$ cat config.mk
export PLATFORM = sky130hd
export DESIGN_NAME = kepler_equation_bisection_solver
export DESIGN_NICKNAME = d
export VERILOG_FILES = /design/src/hw/rtl/kepler_pkg.sv /design/src/hw/rtl/kepler_equation_bisection_solver.sv
export SDC_FILE = /design/constraint.sdc
export NUM_CORES = 2
export LEC_CHECK = 0
export BUFFER_PORTS_ARGS = -buffer_cell sky130_fd_sc_hd__buf_2
export CAP_MARGIN = 0
export CELL_PAD_IN_SITES_DETAIL_PLACEMENT = 1
export CELL_PAD_IN_SITES_GLOBAL_PLACEMENT = 1
export CORE_ASPECT_RATIO = 2
export CORE_MARGIN = 5
export CORE_UTILIZATION = 50
export DETAILED_ROUTE_END_ITERATION = 10
export PLACE_DENSITY = 0.8
export SYNTH_ARGS = -nofsm -noshare
export SYNTH_HDL_FRONTEND = slang
export SYNTH_SLANG_ARGS = --single-unit
$ cat constraint.sdc
create_clock -name aclk -period 11.6 [get_ports aclk]
set_input_delay 0.58 -clock aclk [delete_from_list [all_inputs] [get_ports aclk]]
set_output_delay 0.58 -clock aclk [all_outputs]
set_load 0.005 [all_outputs]
$ cat src/hw/rtl/kepler_pkg.sv
// kepler_pkg: shared constants, state encoding and arctangent table for the
// bisection kepler solver. no dependencies.
package kepler_pkg;

    localparam int ANGLE_FRAC_BITS = 28;
    localparam int ECC_FRAC_BITS   = 16;
    localparam int ANGLE_W         = 32;
    localparam int ECC_W           = 16;
    localparam int COUNT_W         = 6;
    localparam int CORDIC_STAGES   = 30;
    localparam int STAGE_W         = 5;
    localparam int Q30_W           = 34;   // angle in q30, unsigned
    localparam int RED_W           = 36;   // signed reduction/residual angle
    localparam int XY_W            = 34;   // signed cordic vector
    localparam int ES_W            = 33;   // scaled sine magnitude
    localparam int F_W             = 38;   // signed kepler function

    localparam logic [ANGLE_W-1:0] FOUR_PI_ANGLE = 32'hC90F_DAA2;
    localparam logic [RED_W-1:0]   TWO_PI_Q30    = 36'd6746518852;
    localparam logic [RED_W-1:0]   PI_Q30        = 36'd3373259426;
    localparam logic [RED_W-1:0]   HALF_PI_Q30   = 36'd1686629713;
    localparam logic [XY_W-1:0]    CORDIC_GAIN   = 34'd652032874;
    localparam logic [COUNT_W-1:0] STEP_LIMIT    = 6'd63;

    localparam int CFG_IDX_W = 1;
    localparam logic [CFG_IDX_W-1:0] REG_ECCENTRICITY = 1'd0;
    localparam logic [CFG_IDX_W-1:0] REG_TOLERANCE    = 1'd1;

    typedef enum logic [9:0] {
        ST_IDLE   = 10'b00_0000_0001,
        ST_CHECK  = 10'b00_0000_0010,
        ST_LOAD   = 10'b00_0000_0100,
        ST_REDUCE = 10'b00_0000_1000,
        ST_FOLD   = 10'b00_0001_0000,
        ST_ROTATE = 10'b00_0010_0000,
        ST_SCALE  = 10'b00_0100_0000,
        ST_SIGN   = 10'b00_1000_0000,
        ST_UPDATE = 10'b01_0000_0000,
        ST_DONE   = 10'b10_0000_0000
    } state_t;

    function automatic logic [31:0] atan_lut(input logic [STAGE_W-1:0] idx);
        logic [31:0] v;
        case (idx)
            5'd0:  v = 32'h3243F6A8;
            5'd1:  v = 32'h1DAC6705;
            5'd2:  v = 32'h0FADBAFC;
            5'd3:  v = 32'h07F56EA6;
            5'd4:  v = 32'h03FEAB76;
            5'd5:  v = 32'h01FFD55B;
            5'd6:  v = 32'h00FFFAAA;
            5'd7:  v = 32'h007FFF55;
            5'd8:  v = 32'h003FFFEA;
            5'd9:  v = 32'h001FFFFD;
            5'd10: v = 32'h000FFFFF;
            5'd11: v = 32'h0007FFFF;
            5'd12: v = 32'h0003FFFF;
            5'd13: v = 32'h0001FFFF;
            5'd14: v = 32'h0000FFFF;
            5'd15: v = 32'h00007FFF;
            5'd16: v = 32'h00003FFF;
            5'd17: v = 32'h00001FFF;
            5'd18: v = 32'h00000FFF;
            5'd19: v = 32'h000007FF;
            5'd20: v = 32'h000003FF;
            5'd21: v = 32'h000001FF;
            5'd22: v = 32'h000000FF;
            5'd23: v = 32'h0000007F;
            5'd24: v = 32'h0000003F;
            5'd25: v = 32'h0000001F;
            5'd26: v = 32'h0000000F;
            5'd27: v = 32'h00000008;
            5'd28: v = 32'h00000004;
            5'd29: v = 32'h00000002;
            default: v = 32'h0;
        endcase
        return v;
    endfunction

endpackage

$ cat src/hw/rtl/kepler_equation_bisection_solver.sv
// kepler_equation_bisection_solver: bisection solver for E - e*sin(E) = M
// with a shared one-stage-per-cycle cordic. depends on kepler_pkg.
//
// usage: write eccentricity (index 0, q0.16) and tolerance (index 1, q4.28)
// while idle, then send the mean anomaly M (q4.28) as one slave transaction.
// the block brackets the root on [0, 4*pi] and halves until the width is at
// most twice the tolerance, or 63 halvings. one master transaction returns
// the final midpoint and the halving count. a single sine unit does all the
// work: each function evaluation runs load, reduce (up to two modulo
// subtractions), fold, 30 cordic rotations (skipped when the folded angle
// is zero), scale and sign, and the value at the lower bound is reused.
// the block takes no new item until its result is registered; the result
// then waits in the output register.
module kepler_equation_bisection_solver (
    input  logic        aclk,
    input  logic        aresetn,
    input  logic        cfg_wr_en,
    input  logic [kepler_pkg::CFG_IDX_W-1:0] cfg_addr,
    input  logic [31:0] cfg_wr_data,
    input  logic        s_tvalid,
    output logic        s_tready,
    input  logic [31:0] s_tdata,    // [31:0] mean_anomaly
    output logic        m_tvalid,
    input  logic        m_tready,
    output logic [39:0] m_tdata     // [31:0] eccentric_anomaly, [37:32] iterations
);

    localparam int AW = kepler_pkg::ANGLE_W;

    kepler_pkg::state_t state_reg, state_next;

    // configuration registers
    logic [kepler_pkg::ECC_W-1:0] ecc_reg;
    logic [AW-1:0]                tol_reg;

    // bracket and sequencing state
    logic [AW-1:0] low_reg, low_next;
    logic [AW-1:0] high_reg, high_next;
    logic [AW-1:0] mid_reg, mid_next;
    logic [kepler_pkg::COUNT_W-1:0] cnt_reg, cnt_next;
    logic          init_reg, init_next;      // evaluating f(low) at start
    logic          fa_neg_reg, fa_neg_next, fa_zero_reg, fa_zero_next;
    logic          fc_neg_reg, fc_neg_next, fc_zero_reg, fc_zero_next;
    logic [kepler_pkg::Q30_W-1:0] mq_reg, mq_next;     // M in q30
    logic [kepler_pkg::Q30_W-1:0] eq_reg, eq_next;     // E under test, q30

    // shared sine unit datapath
    logic signed [kepler_pkg::RED_W-1:0] r_reg, r_next;
    logic signed [kepler_pkg::XY_W-1:0]  x_reg, x_next, y_reg, y_next;
    logic [kepler_pkg::STAGE_W-1:0]      i_reg, i_next;
    logic [kepler_pkg::ES_W-1:0]         es_reg, es_next;
    logic                                yneg_reg, yneg_next;

    // output register
    logic          out_valid_reg, out_valid_next;
    logic [AW-1:0] out_e_reg, out_e_next;
    logic [kepler_pkg::COUNT_W-1:0] out_n_reg, out_n_next;

    // combinational helpers
    logic [AW:0]   sum_w;
    logic [AW-1:0] width_w;
    logic          more_w;
    logic signed [kepler_pkg::RED_W-1:0] fold_w, wrap_w, atan_w;
    logic signed [kepler_pkg::XY_W-1:0]  xs_w, ys_w;
    logic [kepler_pkg::ES_W-1:0]         mag_w;
    logic [kepler_pkg::ECC_W+kepler_pkg::ES_W-1:0] prod_w;
    logic signed [kepler_pkg::F_W-1:0]   f_w, es_s_w;
    logic          out_free_w;

    assign s_tready   = (state_reg == kepler_pkg::ST_IDLE);
    assign m_tvalid   = out_valid_reg;
    assign m_tdata    = {2'b00, out_n_reg, out_e_reg};
    assign out_free_w = !out_valid_reg || m_tready;

    assign sum_w   = {1'b0, high_reg} + {1'b0, low_reg};
    assign width_w = high_reg - low_reg;
    // continue while width > 2 * tolerance and under the step limit
    assign more_w  = ({1'b0, width_w} > {tol_reg, 1'b0})
                     && (cnt_reg != kepler_pkg::STEP_LIMIT);

    // fold reduced angle into [-pi/2, pi/2]
    always_comb begin
        wrap_w = (r_reg > $signed(kepler_pkg::PI_Q30))
                 ? r_reg - $signed(kepler_pkg::TWO_PI_Q30) : r_reg;
        if (wrap_w > $signed(kepler_pkg::HALF_PI_Q30)) begin
            fold_w = $signed(kepler_pkg::PI_Q30) - wrap_w;
        end else if (wrap_w < -$signed(kepler_pkg::HALF_PI_Q30)) begin
            fold_w = -$signed(kepler_pkg::PI_Q30) - wrap_w;
        end else begin
            fold_w = wrap_w;
        end
    end

    assign atan_w = $signed({4'b0000, kepler_pkg::atan_lut(i_reg)});
    assign xs_w   = x_reg >>> i_reg;
    assign ys_w   = y_reg >>> i_reg;

    assign mag_w  = y_reg[kepler_pkg::XY_W-1] ? kepler_pkg::ES_W'(-y_reg)
                                              : kepler_pkg::ES_W'(y_reg);
    assign prod_w = ecc_reg * mag_w;

    assign es_s_w = yneg_reg ? -$signed({5'b00000, es_reg}) : $signed({5'b00000, es_reg});
    assign f_w    = $signed({4'b0000, eq_reg}) - es_s_w - $signed({4'b0000, mq_reg});

    always_comb begin
        state_next     = state_reg;
        low_next       = low_reg;
        high_next      = high_reg;
        mid_next       = mid_reg;
        cnt_next       = cnt_reg;
        init_next      = init_reg;
        fa_neg_next    = fa_neg_reg;
        fa_zero_next   = fa_zero_reg;
        fc_neg_next    = fc_neg_reg;
        fc_zero_next   = fc_zero_reg;
        mq_next        = mq_reg;
        eq_next        = eq_reg;
        r_next         = r_reg;
        x_next         = x_reg;
        y_next         = y_reg;
        i_next         = i_reg;
        es_next        = es_reg;
        yneg_next      = yneg_reg;
        out_valid_next = out_valid_reg && !m_tready;
        out_e_next     = out_e_reg;
        out_n_next     = out_n_reg;

        case (state_reg)
            kepler_pkg::ST_IDLE: begin
                if (s_tvalid) begin
                    mq_next    = {s_tdata, 2'b00};
                    low_next   = '0;
                    high_next  = kepler_pkg::FOUR_PI_ANGLE;
                    cnt_next   = '0;
                    init_next  = 1'b1;
                    eq_next    = '0;       // first evaluation at the lower bound
                    state_next = kepler_pkg::ST_LOAD;
                end
            end
            kepler_pkg::ST_CHECK: begin
                if (more_w) begin
                    mid_next   = sum_w[AW:1];
                    eq_next    = {sum_w[AW:1], 2'b00};
                    init_next  = 1'b0;
                    state_next = kepler_pkg::ST_LOAD;
                end else begin
                    state_next = kepler_pkg::ST_DONE;
                end
            end
            kepler_pkg::ST_LOAD: begin
                r_next     = $signed({2'b00, eq_reg});
                state_next = kepler_pkg::ST_REDUCE;
            end
            kepler_pkg::ST_REDUCE: begin
                // modulo 2*pi by repeated subtraction, at most two passes
                if (r_reg >= $signed(kepler_pkg::TWO_PI_Q30)) begin
                    r_next = r_reg - $signed(kepler_pkg::TWO_PI_Q30);
                end else begin
                    state_next = kepler_pkg::ST_FOLD;
                end
            end
            kepler_pkg::ST_FOLD: begin
                r_next = fold_w;
                x_next = $signed(kepler_pkg::CORDIC_GAIN);
                y_next = '0;
                i_next = '0;
                // zero angle gives an exact zero sine
                state_next = (fold_w == '0) ? kepler_pkg::ST_SCALE : kepler_pkg::ST_ROTATE;
            end
            kepler_pkg::ST_ROTATE: begin
                if (!r_reg[kepler_pkg::RED_W-1]) begin
                    x_next = x_reg - ys_w;
                    y_next = y_reg + xs_w;
                    r_next = r_reg - atan_w;
                end else begin
                    x_next = x_reg + ys_w;
                    y_next = y_reg - xs_w;
                    r_next = r_reg + atan_w;
                end
                i_next = i_reg + 1'b1;
                if (i_reg == kepler_pkg::STAGE_W'(kepler_pkg::CORDIC_STAGES - 1)) begin
                    state_next = kepler_pkg::ST_SCALE;
                end
            end
            kepler_pkg::ST_SCALE: begin
                es_next    = prod_w[kepler_pkg::ECC_FRAC_BITS +: kepler_pkg::ES_W];
                yneg_next  = y_reg[kepler_pkg::XY_W-1];
                state_next = kepler_pkg::ST_SIGN;
            end
            kepler_pkg::ST_SIGN: begin
                if (init_reg) begin
                    fa_neg_next  = f_w[kepler_pkg::F_W-1];
                    fa_zero_next = (f_w == '0);
                    state_next   = kepler_pkg::ST_CHECK;
                end else begin
                    fc_neg_next  = f_w[kepler_pkg::F_W-1];
                    fc_zero_next = (f_w == '0);
                    state_next   = kepler_pkg::ST_UPDATE;
                end
            end
            kepler_pkg::ST_UPDATE: begin
                // strict sign change between low and mid moves the upper bound
                if (!fa_zero_reg && !fc_zero_reg && (fa_neg_reg != fc_neg_reg)) begin
                    high_next = mid_reg;
                end else begin
                    low_next     = mid_reg;
                    fa_neg_next  = fc_neg_reg;
                    fa_zero_next = fc_zero_reg;
                end
                cnt_next   = cnt_reg + 1'b1;
                state_next = kepler_pkg::ST_CHECK;
            end
            kepler_pkg::ST_DONE: begin
                if (out_free_w) begin
                    out_valid_next = 1'b1;
                    out_e_next     = sum_w[AW:1];
                    out_n_next     = cnt_reg;
                    state_next     = kepler_pkg::ST_IDLE;
                end
            end
            default: begin
                state_next = kepler_pkg::ST_IDLE;
            end
        endcase
    end

    always_ff @(posedge aclk) begin
        if (!aresetn) begin
            state_reg     <= kepler_pkg::ST_IDLE;
            out_valid_reg <= 1'b0;
            ecc_reg       <= '0;
            tol_reg       <= 32'd1;
            low_reg       <= '0;
            high_reg      <= '0;
            cnt_reg       <= '0;
            init_reg      <= 1'b0;
            i_reg         <= '0;
        end else begin
            state_reg     <= state_next;
            out_valid_reg <= out_valid_next;
            low_reg       <= low_next;
            high_reg      <= high_next;
            cnt_reg       <= cnt_next;
            init_reg      <= init_next;
            i_reg         <= i_next;
            if (cfg_wr_en && (cfg_addr == kepler_pkg::REG_ECCENTRICITY)) begin
                ecc_reg <= cfg_wr_data[kepler_pkg::ECC_W-1:0];
            end
            if (cfg_wr_en && (cfg_addr == kepler_pkg::REG_TOLERANCE)) begin
                tol_reg <= cfg_wr_data;
            end
        end
    end

    always_ff @(posedge aclk) begin
        mid_reg     <= mid_next;
        fa_neg_reg  <= fa_neg_next;
        fa_zero_reg <= fa_zero_next;
        fc_neg_reg  <= fc_neg_next;
        fc_zero_reg <= fc_zero_next;
        mq_reg      <= mq_next;
        eq_reg      <= eq_next;
        r_reg       <= r_next;
        x_reg       <= x_next;
        y_reg       <= y_next;
        es_reg      <= es_next;
        yneg_reg    <= yneg_next;
        out_e_reg   <= out_e_next;
        out_n_reg   <= out_n_next;
    end

    // bracket stays ordered
    a_bracket_order: assert property (@(posedge aclk) disable iff (!aresetn)
        low_reg <= high_reg)
        else $error("bracket low above high");

    // accepted transaction starts a sine evaluation
    a_accept_load: assert property (@(posedge aclk) disable iff (!aresetn)
        (s_tvalid && s_tready) |=> (state_reg == kepler_pkg::ST_LOAD))
        else $error("accept did not start evaluation");

    // reduction leaves the angle below 2*pi
    a_reduced: assert property (@(posedge aclk) disable iff (!aresetn)
        (state_reg == kepler_pkg::ST_FOLD) |->
        (r_reg < $signed(kepler_pkg::TWO_PI_Q30)))
        else $error("angle not reduced");

    // cordic index stays within the stage count
    a_stage_range: assert property (@(posedge aclk) disable iff (!aresetn)
        (state_reg == kepler_pkg::ST_ROTATE) |->
        (i_reg < kepler_pkg::STAGE_W'(kepler_pkg::CORDIC_STAGES)))
        else $error("cordic stage out of range");

    // finished result lands in a free output register
    a_done_out: assert property (@(posedge aclk) disable iff (!aresetn)
        (state_reg == kepler_pkg::ST_DONE && out_free_w) |=> m_tvalid)
        else $error("result not presented");

endmodule

* Yosys cells after proc, flatten, opt, wreduce, memory -nomap -nowiden
Memory sizes are Yosys's and may differ from the RTL's. A register that Yosys moved wholly into a read port is not among the register bits.
Cells that the tools add are included.
** Cells by class
- Add/subtract/negate cells :: 17
- Order comparisons :: 5
- Equality and inequality tests :: 22
- Bitwise gates (word level) :: 2
- Multipliers :: 1
- Reduce and logical (&&, ||, !) cells :: 29
- Shifts and indexed selects :: 2
- Muxes and demuxes :: 45
** Operator list (number)
- $pmux 34 s2 :: 3
- $mux 36 :: 5
- $pmux 36 s4 :: 1
- $mux 34 :: 4
- $mux 32 :: 4
- $pmux 32 s2 :: 2
- $pmux 10 s10 :: 1
- $sub 33x36->36 const A :: 2
- $add 34x34->34 :: 2
- $sshr 34x5->34 :: 2
- $sub 34x34->34 :: 2
- $mux 10 :: 5
- $mul 16x33->49 :: 1
- $logic_not 38->1 :: 1
- $mux 38 :: 1
- $neg 33->38 :: 1
- $sub 35x38->38 :: 1
- $sub 38x35->38 :: 1
- $add 36x33->36 :: 1
- $ge 36x34->1 const B :: 1
- $gt 36x32->1 const B :: 1
- $gt 36x33->1 const B :: 1
- $logic_not 36->1 :: 1
- $lt 36x32->1 const B :: 1
- 40 further kinds :: 78
** Storage, ports and cells
- Memories kept :: 1
- Bits in read-only memories :: 960
- Bits of input ports :: 70
- Register bits :: 413
- Logic and storage cells :: 147
** Memory list
- (name not given) :: depth 32, bits a word 30, read ports 1, clocked after memory_dff 1, write ports 0, RTL line kepler_pkg.sv:44 : case (idx)

* Logic depth before layout (Yosys ltp)
- Depth in word-level cells :: 8
- Depth in mapped cells :: 40
- Gate-level depth less buffers :: 38

* Worst setup path after synthesis
No wires, ideal clock.
- Path kind :: register -> register
- Start :: reg y_reg[6] (netlist name)
- End :: reg es_reg[32] (netlist name), data pin
- Slack :: 1.909 ns
- Required time :: 11.340 ns
- Stages on the path, launching flop included :: 36
- Library setup time :: 0.260 ns
- Arrival time :: 9.431 ns
- Path through :: edfxtp_1 or4_1 or3_1 or3_1 or2_2 o41ai_1 xnor2_1 clkbuf_1 nand2_1 fa_1 fa_1 fa_1 inv_1 fa_1 fa_1 inv_1 fa_1 inv_1 ha_1 a21o_1 a21o_1 a21oi_1 o211ai_1 a21oi_1 a21oi_1 a211oi_1 a21oi_1 a211oi_1 nor3_1 a41o_1 o211a_1 o21a_1 o21a_1 o21a_1 nor2_1 xnor2_1
** Between the ends
- Word-level cells in the longest chain between the ends :: 3
** Ends and longest elaborated chain
- start, declared :: RTL line kepler_equation_bisection_solver.sv:49 : logic signed [kepler_pkg::XY_W-1:0] x_reg, x_next, y_reg, y_next;
- start signal, assigned :: RTL line kepler_equation_bisection_solver.sv:265 : y_reg <= y_next;
- $neg 33->33 :: RTL line kepler_equation_bisection_solver.sv:98 : assign mag_w = y_reg[kepler_pkg::XY_W-1] ? kepler_pkg::ES_W'(-y_reg)
- $mux 33 * :: RTL line kepler_equation_bisection_solver.sv:98
- $mul 16x33->49 * :: RTL line kepler_equation_bisection_solver.sv:100 : assign prod_w = ecc_reg * mag_w;
- named net prod_w (one bit) :: RTL line kepler_equation_bisection_solver.sv:66 : logic [kepler_pkg::ECC_W+kepler_pkg::ES_W-1:0] prod_w;
- end signal, assigned :: RTL line kepler_equation_bisection_solver.sv:266 : es_reg <= es_next;
- end, declared :: RTL line kepler_equation_bisection_solver.sv:51 : logic [kepler_pkg::ES_W-1:0] es_reg, es_next;
Mark *: on every way through the listed nets, which the timed path passes. The rest lies on a longest branch.
A chain may end at the register's enable or synchronous reset.

* Worst setup path in the final report
- Start :: reg y_reg[4] (netlist name)
- End :: reg es_reg[32] (netlist name), data pin
The elaborated chain is that of the path after synthesis.

==> impl_metrics.env <==
export IMPL_run_status="finished, final reports clean"
export IMPL_remaining_drc_errors=0
export IMPL_synthAdderAreaFrac_pct=25.87
export IMPL_io_buffers=109
export IMPL_worst_hold_slack_ns=0.1105
export IMPL_synth_top_family_by_area="adder cells"
export IMPL_gr_usage_met3_pct=4.227
export IMPL_tritoncts_clock_tree="built"
export IMPL_slowest_stage="sky130_fd_sc_hd__or4_1"
export IMPL_timing_final_ws_setup_ns=0.8934
export IMPL_placementRows=170
export IMPL_avgViaCountPerCell=6.275
export IMPL_area_of_the_die_um2=115300
export IMPL_fin_worst_skew_ns=0.03487
export IMPL_r2r_cells=35
export IMPL_critical_path_max_stage_delay_ns=0.56
export IMPL_layout_area_overhead_vs_synth_pct=6.591
export IMPL_drt_initial_drc_count=2695
export IMPL_yosys_mux_area_fraction_pct=3.423
export IMPL_syn_inst=6374
export IMPL_post_synthesis_cell_area_um2=54100
export IMPL_cts_max_path_buffers=3
export IMPL_clock_sinks=441
export IMPL_critical_path_required_ns=11.97
export IMPL_placeableCoreArea_um2=107400
export IMPL_min_path_type="primary input to flip-flop"
export IMPL_total_switching_power_w=0.003846
export IMPL_crit_path_frequent_cell="sky130_fd_sc_hd__fa_1"
export IMPL_yosys_area_share_xor_xnor_pct=6.605
export IMPL_groute_layer_met1_usage_pct=33.92
export IMPL_static_leakage_power_nw=24.26
export IMPL_maxSlewHeadroom_pct=4.699
export IMPL_final_seq_area_um2=11610
export IMPL_layout_filler_cells=12730
export IMPL_totalWireLength_um=205500
export IMPL_multi_input_comb_area_um2=38650
export IMPL_min_period_ns=10.71
export IMPL_yosys_most_used_dff="sky130_fd_sc_hd__edfxtp_1"
export IMPL_final_nets=7212
export IMPL_groute_layer_met2_usage_pct=65.62
export IMPL_cts_setup_buffers=0
export IMPL_pre_cts_slack_ns=0.9440
export IMPL_worst_ir_drop_vdd_mv=0.1373
export IMPL_synth_compound_area_share_pct=15.27
export IMPL_report_final_setup_viol=0
export IMPL_min_delay_path_depth=1
export IMPL_drt_first_pass_iters=7
export IMPL_totalPowerFinal_w=0.008293
export IMPL_share_clk_of_total_power_pct=19.5
export IMPL_grt_pass1_wl_um=311700
export IMPL_postRouteAntennaNets=0
export IMPL_report_final_hold_viol_count=0
export IMPL_number_of_enable_flip_flop_cells_after_synthesis=276
export IMPL_mostFrequentLayoutCells="818 x sky130_fd_sc_hd__nand2_1, 716 x sky130_fd_sc_hd__inv_1, 468 x sky130_fd_sc_hd__fa_1"
export IMPL_synth_simple_gate_area_share_pct=20.01
export IMPL_synth_warnings=0
export IMPL_max_ffs_per_register=36
export IMPL_power_density_cell_area_nw_per_um2=143.8
export IMPL_synth_distinct_cells=92
export IMPL_finalCritPeriodShare_pct=92.30
export IMPL_layout_drive_gt1_share_pct=7.034
export IMPL_routabilityCongestion=0.9951
export IMPL_seq_pwr_share_pct=25.8
export IMPL_hpwlAfterDp_um=161000
export IMPL_largest_net_degree_at_the_start_of_global_routing=109
export IMPL_ys_ff_latch=441
export IMPL_maxSlewViolCount=0
export IMPL_grt_setup_unrepaired="no"
export IMPL_postSynthAreaPerCell_um2=8.488
export IMPL_crit_fanout=10
export IMPL_timing_critical_path_to_type="flip-flop"
export IMPL_vias_in_the_first_global_route=53530
export IMPL_worstSetupPathType="flip-flop to flip-flop"
export IMPL_grt_usage_pct=34.91
export IMPL_cts_hold_buffers_added=0
export IMPL_root_buffer="sky130_fd_sc_hd__clkbuf_16"
export IMPL_initial_core_util_pct=50.37
export IMPL_synth_sequential_area_ratio_pct=21.42
export IMPL_final_design_area_no_fill_um2=57670
export IMPL_swShare_pct=46.38
export IMPL_power_frac_comb_pct=54.7
export IMPL_maximum_operating_frequency_mhz=93.40
export IMPL_insertion_delay_ns=0.65
export IMPL_max_cap_violations=0
export IMPL_synth_async_sr_flop_share_pct=0
export IMPL_detailroute_via_count=48470
export IMPL_htree_levels=2
export IMPL_grt_busiest_layer="met2"
export IMPL_placedInstanceArea_um2=56050
export IMPL_timing_critical_path_from_type="flip-flop"
export IMPL_globalRouteOverflowTotal=0
export IMPL_chipHeight_um=475.2
export IMPL_critPathArrivalTime_ns=11.07
export IMPL_tns_ns=0
export IMPL_cts_resized=0
export IMPL_antenna_found_initial=12
export IMPL_cts_buffers=46
export IMPL_design_internal_power_w=0.004447
export IMPL_clk_transition_reported_paths_ns=0.07
export IMPL_layout_cells_most_common="sky130_fd_sc_hd__nand2_1"
export IMPL_drt_wirelength_per_cell_um=26.61
export IMPL_ios=112
export IMPL_die_x_um=242.6
export IMPL_worst_slew_pin_slew_ns=1.416
cell usage after synthesis (43+ instances only):
cell	n	area, um2
sky130_fd_sc_hd__nand2_1	818	3070
sky130_fd_sc_hd__inv_1	717	2691
sky130_fd_sc_hd__fa_1	468	9369
sky130_fd_sc_hd__nor2_1	435	1633
sky130_fd_sc_hd__ha_1	370	4629
sky130_fd_sc_hd__a21oi_1	294	1471
sky130_fd_sc_hd__and2_1	278	1739
sky130_fd_sc_hd__clkbuf_1	277	1040
sky130_fd_sc_hd__edfxtp_1	276	8288
sky130_fd_sc_hd__o21ai_0	267	1336
sky130_fd_sc_hd__xnor2_1	261	2286
sky130_fd_sc_hd__dfxtp_1	165	3303
sky130_fd_sc_hd__xor2_1	147	1287
sky130_fd_sc_hd__nor3_1	146	730.7
sky130_fd_sc_hd__nor2b_1	116	725.7
sky130_fd_sc_hd__nand3_1	113	565.5
sky130_fd_sc_hd__o21a_1	88	660.6
sky130_fd_sc_hd__a21boi_0	84	630.6
sky130_fd_sc_hd__mux2i_1	68	680.7
sky130_fd_sc_hd__a31oi_1	62	387.9
sky130_fd_sc_hd__and3_1	59	369.1
sky130_fd_sc_hd__a211oi_1	48	360.4
sky130_fd_sc_hd__nand2b_1	48	300.3
sky130_fd_sc_hd__a22oi_1	43	322.8
sky130_fd_sc_hd__mux4_2	43	968.4
layer usage:
layer,vias up,share of wire [%]
met1,24430,33
met3,862,4.8
li1,21390,-
met4,4,10
met5,-,0.014
met2,1788,52
cell type report:
cell class              count  area share (%)
clock buffers              54           2.174
clock inverters            31          0.5967
inverters                 722           4.702
multi-input cells        4878           67.03
repair buffers            215           2.352
flip-flops and latches    441           20.13
well taps                1376           2.985
diodes                      8         0.03471
worst paths after layout:
kind                     from     endpoint  slack [ns]
setup reg to reg     y_reg[4]   es_reg[32]        0.89
hold / removal    s_tdata[29]   mq_reg[31]        0.11
hold reg to reg   tol_reg[29]  tol_reg[29]        0.47
setup / recovery     y_reg[4]   es_reg[32]        0.89
worst max-delay path: cells and delay by family, from the launching register on:
kind            cells  cell delay, ns
fa+ha+maj           7            3.38
xor+xnor            2            0.45
simple gates        7            2.11
flops               1            0.53
buf+inv             4            0.45
compound gates     15            3.53
power groups by stage:
stage	Clock (W)	Combinational [W]	Sequential [W]
4_1_cts	0.00164	0.00447	0.00213
3_5_place_dp	0	0.00441	0.00216
5_1_grt	0.00170	0.00493	0.00215
2_1_floorplan	0	0.00316	0.00200
6_report	0.00162	0.00454	0.00214
3_3_place_gp	0	0.00427	0.00215
cells by family after synthesis:
kind of cell    count (synthesis)
buf+inv                      1056
simple gates                 2241
mux                           129
flops                         441
compound gates               1260
other cells                     1
xor+xnor                      408
fa+ha+maj                     838
per-stage QoR:
stage	instances	util, %
finish	7725	53.69
CTS	7717	53.67
floorplan	6375	-
global route	7719	53.67
detailed placement	7632	52.18
global placement	7632	52.18
Power figures use the tool's default switching activity.
